<file path="config.mk">
export PLATFORM = sky130hd
export DESIGN_NAME = astb_ctrl
export DESIGN_NICKNAME = d
export VERILOG_FILES = /design/src/rtl/astb_pkg.sv /design/src/rtl/astb_ctrl.sv
export SDC_FILE = /design/constraint.sdc
export NUM_CORES = 1
export LEC_CHECK = 0
export BUFFER_PORTS_ARGS = -buffer_cell sky130_fd_sc_hd__buf_2
export CORE_AREA = 2 2 39 41
export DETAILED_ROUTE_END_ITERATION = 10
export DIE_AREA = 0 0 41 43
export PLACE_DENSITY = 0.55
export SETUP_SLACK_MARGIN = 0.3
export SLEW_MARGIN = 20
export SYNTH_ARGS = -nofsm -noshare
export SYNTH_HDL_FRONTEND = slang
export SYNTH_SLANG_ARGS = --single-unit
</file>
<file path="constraint.sdc">
create_clock -name clk -period 2.45 [get_ports clk]
set_clock_uncertainty 0.15 [all_clocks]
set_input_delay 0.49 -clock clk [delete_from_list [all_inputs] [get_ports clk]]
set_output_delay 0.49 -clock clk [all_outputs]
set_load 0.01 [all_outputs]
</file>
<file path="src/rtl/astb_pkg.sv">
`timescale 1ns / 1ps
// ----------------------------------------------------------------------------
// astb_pkg
// Types, constants and codes shared by the allocation sample trace buffer.
// ----------------------------------------------------------------------------
package astb_pkg;

  localparam int SLOTS_DEF      = 64;
  localparam int MAX_FRAMES_DEF = 64;

  localparam int RATE_W  = 31;
  localparam int SIZE_W  = 48;
  localparam int PC_W    = 64;
  localparam int SEED_W  = 64;
  localparam int NFRM_W  = 7;
  localparam int CFG_W   = 64;
  localparam int CFGI_W  = 2;

  localparam logic [SEED_W-1:0] SEED_RESET = 64'd88172645463325252;

  localparam logic [CFGI_W-1:0] CFG_SAMPLE_RATE = 2'd0;
  localparam logic [CFGI_W-1:0] CFG_ENABLE      = 2'd1;
  localparam logic [CFGI_W-1:0] CFG_SEED        = 2'd2;

  typedef enum logic [1:0] {
    CMD_ALLOC = 2'd0,
    CMD_FRAME = 2'd1,
    CMD_END   = 2'd2,
    CMD_READ  = 2'd3
  } cmd_t;

  typedef enum logic [1:0] {
    KIND_DECISION = 2'd0,
    KIND_FRAME    = 2'd1,
    KIND_EMPTY    = 2'd2,
    KIND_NONE     = 2'd3
  } kind_t;

  typedef enum logic [2:0] {
    ST_IDLE,
    ST_DISPATCH,
    ST_MOD_WAIT,
    ST_COPY,
    ST_RD_PRE,
    ST_RD_STREAM
  } state_t;

  typedef struct packed {
    cmd_t               command;
    logic [SIZE_W-1:0]  alloc_size;
    logic [PC_W-1:0]    frame_pc;
    logic [NFRM_W-1:0]  max_frames;
  } in_item_t;

  typedef struct packed {
    kind_t              result_kind;
    logic               sampled;
    logic [PC_W-1:0]    record_pc;
    logic [SIZE_W-1:0]  record_size;
    logic [NFRM_W-1:0]  record_frames;
    logic               last;
  } out_item_t;

  typedef struct packed {
    logic latch;
    logic emit_dec;
    logic dec_smp;
    logic gen_step;
    logic frame_push;
    logic copy_start;
    logic copy_run;
    logic commit;
    logic close;
    logic emit_nrdy;
    logic consume;
    logic stream_emit;
  } ctl_t;

  typedef struct packed {
    cmd_t command;
    logic rate_off;
    logic force_smp;
    logic mod_done;
    logic mod_le;
    logic can_commit;
    logic copy_done;
    logic rd_ready;
    logic n_zero;
    logic last_k;
  } sts_t;

endpackage

</file>
<file path="src/rtl/astb_ctrl.sv">
`timescale 1ns / 1ps
`default_nettype none
// ----------------------------------------------------------------------------
// astb_ctrl
// Controller state machine that sequences each command through the datapath.
// ----------------------------------------------------------------------------
module astb_ctrl (
  input  wire logic             clk,
  input  wire logic             rst_n,
  input  wire logic             start,
  output logic                  busy,
  input  wire astb_pkg::sts_t   sts,
  output astb_pkg::ctl_t        ctl
);

  astb_pkg::state_t state_r, state_nxt;

  always_comb begin
    state_nxt = state_r;
    case (state_r)
      astb_pkg::ST_IDLE: begin
        if (start) state_nxt = astb_pkg::ST_DISPATCH;
      end
      astb_pkg::ST_DISPATCH: begin
        case (sts.command)
          astb_pkg::CMD_ALLOC: begin
            if (sts.rate_off || sts.force_smp) state_nxt = astb_pkg::ST_IDLE;
            else state_nxt = astb_pkg::ST_MOD_WAIT;
          end
          astb_pkg::CMD_END: begin
            state_nxt = sts.can_commit ? astb_pkg::ST_COPY : astb_pkg::ST_IDLE;
          end
          astb_pkg::CMD_READ: begin
            if (!sts.rd_ready || sts.n_zero) state_nxt = astb_pkg::ST_IDLE;
            else state_nxt = astb_pkg::ST_RD_PRE;
          end
          default: state_nxt = astb_pkg::ST_IDLE;
        endcase
      end
      astb_pkg::ST_MOD_WAIT: begin
        if (sts.mod_done) state_nxt = astb_pkg::ST_IDLE;
      end
      astb_pkg::ST_COPY: begin
        if (sts.copy_done) state_nxt = astb_pkg::ST_IDLE;
      end
      astb_pkg::ST_RD_PRE: state_nxt = astb_pkg::ST_RD_STREAM;
      astb_pkg::ST_RD_STREAM: begin
        if (sts.last_k) state_nxt = astb_pkg::ST_IDLE;
      end
      default: state_nxt = astb_pkg::ST_IDLE;
    endcase
  end

  always_comb begin
    ctl = '0;
    case (state_r)
      astb_pkg::ST_IDLE: ctl.latch = start;
      astb_pkg::ST_DISPATCH: begin
        case (sts.command)
          astb_pkg::CMD_ALLOC: begin
            if (sts.rate_off) begin
              ctl.emit_dec = 1'b1;
            end else if (sts.force_smp) begin
              ctl.emit_dec = 1'b1;
              ctl.dec_smp  = 1'b1;
            end else begin
              ctl.gen_step = 1'b1;
            end
          end
          astb_pkg::CMD_FRAME: ctl.frame_push = 1'b1;
          astb_pkg::CMD_END: begin
            if (sts.can_commit) ctl.copy_start = 1'b1;
            else ctl.close = 1'b1;
          end
          astb_pkg::CMD_READ: begin
            if (sts.rd_ready) ctl.consume = 1'b1;
            else ctl.emit_nrdy = 1'b1;
          end
          default: ;
        endcase
      end
      astb_pkg::ST_MOD_WAIT: begin
        ctl.emit_dec = sts.mod_done;
        ctl.dec_smp  = sts.mod_le;
      end
      astb_pkg::ST_COPY: begin
        ctl.copy_run = 1'b1;
        ctl.commit   = sts.copy_done;
      end
      astb_pkg::ST_RD_STREAM: ctl.stream_emit = 1'b1;
      default: ;
    endcase
  end

  always_ff @(posedge clk) begin
    if (!rst_n) begin
      state_r <= astb_pkg::ST_IDLE;
    end else begin
      state_r <= state_nxt;
    end
  end

  assign busy = (state_r != astb_pkg::ST_IDLE);

endmodule
`default_nettype wire

</file>
Word-level counts from Yosys, hierarchy flattened
Index checks and enable logic that the tools add are counted.
{ "totals": {"register_bits": 3, "input_bits": 14} }
{ "classes": {"eq_ne": 12, "mux": 28, "reduce_logical": 7} }
{ "op_table": {"columns": ["op", "count"], "rows": [
  ["2-to-1 mux 3 bit", 8],
  ["case mux 3 bit (6 select lines)", 1],
  ["2-to-1 mux 2 bit", 6],
  ["2-to-1 mux 1 bit", 11],
  ["case mux 3 bit (3 select lines)", 1],
  ["!= test 2 bit, second input constant", 4],
  ["equality test 3 x 2 -> 1 bit, second input constant", 2],
  ["equality test 3 bit, second input constant", 2],
  ["equality test 2 bit, second input constant", 2],
  ["case mux 2 bit (2 select lines)", 1],
  ["AND reduction 4 bit", 1],
  ["equality test 3 x 1 -> 1 bit, second input constant", 1],
  ["logical NOT 3 bit", 1],
  ["nonzero test 3 bit", 1],
  ["equality test 2 x 1 -> 1 bit, second input constant", 1],
  ["logical NOT 2 bit", 1],
  ["logical OR 1 bit", 2],
  ["logical NOT 1 bit", 1]
]} }

Longest topological paths before layout
{ "logic_depth": {"word_depth": 5, "depth_mapped": 5, "depth_no_buf": 4} }

Worst setup path before layout
OpenSTA, ideal clock, no wires.
{ "synth_path": {"path_kind": "input-to-output", "from": "input sts[10] (netlist bit)", "to": "output ctl[8] (netlist bit)", "arrival_ns": 1.258, "required_time_ns": 1.810, "setup_slack_ns": 0.552, "cell_stages": 2, "path_buffers": 0, "cell_sequence": "nor4_1 -> nor3b_1"} }
{ "synth_rtl": {"columns": ["element", "line_no", "source"], "rows": [
  ["start, declared", "astb_ctrl.sv:12", "input wire astb_pkg::sts_t sts,"],
  ["end, declared", "astb_ctrl.sv:13", "output astb_pkg::ctl_t ctl"]
]} }

==> summary.txt <==
Area grow syn2layout = 71.5%
Post-synthesis mux area share = 0%
Mapped Area = 317 um^2
Core Box Area = 0.00138 mm^2
Net switching fraction of the power = 31.1%
Seq/Total Area, Yosys = 19.0%
Total power = 0.225 mW
Average cell area after synthesis = 7.54 um^2
Clock insertion delay at the later pin of the skew report = 0.23 ns
DR vias = 416
FF-to-FF End = state_r[0]
Drt pass-1 iters = 2
Largest net degree at the start of global routing = 10
Post-synthesis simple-gate area fraction = 58.9%
Gate power share = 36.4%
Final wirelength = 983 um
Initial core utilization = 22.9%
Largest family of logic cells by synthesized area = simple AND/OR/NAND/NOR gates
Largest Register = state_r
Global route overflow = 0
ANT cells = 0
Fill cells = 155
Syn Inst Count = 42
Min-Delay Endpoint = state_r[2]
Hold_sp = rst_n
Root Buffer Master = clkbuf_4
Type of the tightest min-delay check = primary input to flop
Layout net count = 89
Area leader, netlist = dfxtp_1
Synthesis Warnings = 0
Placed cell area = 458 um^2
Library cells used by synthesis = 26
R2R Setup Slk = 0.64 ns
Status = completed
Sequential share of power = 25.9%
Area occupied by multi-input gates = 267 um^2
Total of max-cap violations = 0
Overall die area = 0.00176 mm^2
RSZ-0062 raised after global routing = no
CTS Buf Count = 3
CP Data Required Time = 1.81 ns
FFs w/ async S/R, synth = 0%
Final hold vios = 0
Worst slew margin = 64.8%
# rows = 14
Top FF cell, synth = dfxtp_1
Via density = 4.62
Fin. max-slew vios = 0
Final setup TNS = 0 ns
Global-route wire length before repair = 1510 um
Die Span X = 41 um
Residual DRC = 0
CTS Buffer Depth = 2
Top cells by area, synth = dfxtp_1 (19%), nor4bb_4 (7.9%), and3_1 (5.9%)
Most common library cells after synthesis = nand2_1 (5), nor2_1 (5), and3_1 (3), dfxtp_1 (3)
RD Place Congestion = 0.655
Pleak = 0.274 nW
Sequential Area = 62.6 um^2
Clk pwr share = 37.7%
Die height = 43 um
Crit path time final = 2.07 ns
CTS Hold Bufs = 0
Number of flops mapped to enable cells by yosys = 0
Yosys top cell area share = 19.0%
Clock Sinks = 3
Fmax = 483 MHz
Post-route cell area = 543 um^2
VDD IR-drop max = 0.137 mV
Post-Synth Adder-Cell Area = 0%
Post-Layout Cell Count = 90
Synth Area in Compound Gates = 14.6%
Startpoint Class = flop
Fin crit share = 84.5%
GRT Util Overall = 12.1%
Crit Path Category = flop to output port
Number of flip-flops under the largest register name = 3
DP Wirelength = 735 um
Routed Antenna Nets = 0
Slew @ Worst Pin = 0.526 ns
Port Buffers = 26
DR iter-0 viols = 2
CTS tree = done
Yosys reg bits = 3
Placed cells = 83
CTS H-tree depth = 1
Setup Viol. Count Final = 0
Worst R2R Start = state_r[0]
Share of layout cells above drive strength 1 = 55.4%
Post-Synth XOR/XNOR Area = 0%
Worst Hold Depth = 2
Avg WL per Cell = 10.9 um
Number of global-route vias before repair = 364
Initial antenna violation count = 0
Sw Pwr = 0.0701 mW
Crit. End Element = output port
PD cells = 415 mW/mm^2
Synth Net Count = 56
Max Fanout on Critical Path = 9
Worst Reg-to-Reg Cells = 5
Biggest regs = state_r x3
Post-Route Utilization = 39.2%
IO Count = 27
P_int = 0.155 mW
CTS clock-pin slew for the worst setup and hold paths = 0.04 ns
Crit path DAT = 1.43 ns
## stage by stage
stage,worst slack (ns),hold slack (ns)
finish,0.380,0.351
global route,0.308,0.359
CTS,0.304,0.346
detailed placement,0.260,0.569
global placement,0.287,0.556
floorplan,0.552,0.458
## power groups by stage
stage / clock network [mW] / logic (mW) / registers, mW
after floorplan: 0 / 0.0474 / 0.0549
after global placement: 0 / 0.0725 / 0.0568
after detailed placement: 0 / 0.0721 / 0.0569
after CTS: 0.0894 / 0.0808 / 0.0579
after global routing: 0.0912 / 0.0907 / 0.0585
final: 0.0850 / 0.0821 / 0.0582
## repair_timing
action,in CTS,in global routing
buffers inserted,3,0
gates resized for setup,4,3
endpoints found under the setup margin,2,3
pin swaps,1,1
## how the worst max path moves through the flow
stage / startpoint / endpoint / slack [ns]
after floorplan: sts[10] / ctl[8] / 0.55
after CTS: state_r[2] / ctl[8] / 0.30
after detailed placement: sts[10] / ctl[8] / 0.26
final: state_r[0] / ctl[6] / 0.38
after global routing: state_r[0] / ctl[3] / 0.31
after global placement: sts[10] / ctl[8] / 0.29
## cell families after synthesis
group / after synthesis
flops: 3
simple gates: 29
compound gates: 6
buf+inv: 4
## cell usage in the layout (no fill, tap or decap), types with 2 or more instances in the layout
cell       n
clkbuf_4   3
buf_2     26
nor2_1     5
nor2b_1    2
dfxtp_2    2
and3_1     3
inv_1      2
nand2_1    5
buf_4      4
## worst max-delay path, cell delays in order, from the launching register on
cell	delay, ns
dfxtp_1	0.36
buf_4	0.18
nor4bb_4	0.27
and3b_4	0.25
buf_2	0.13
## per-layer routing
| layer | GRT usage [%] | part of all wire (%) | up-vias |
|---|---|---|---|
| li1 | - | - | 222 |
| met1 | 16.0 | 47 | 171 |
| met2 | 17.5 | 45 | 23 |
| met3 | 3.14 | 8.3 | 0 |
| met4 | 6.00 | 0 | 0 |
| met5 | 0 | 0 | - |
## layout make-up
cell class | instances | area share (%)
Clock buffer | 4 | 4.84
Sequential cell | 3 | 11.5
Inverter | 2 | 1.38
Timing Repair Buffer | 30 | 29.5
Multi-Input combinational cell | 35 | 49.1
Tap cell | 16 | 3.69
(Power assumes the default switching activity.)
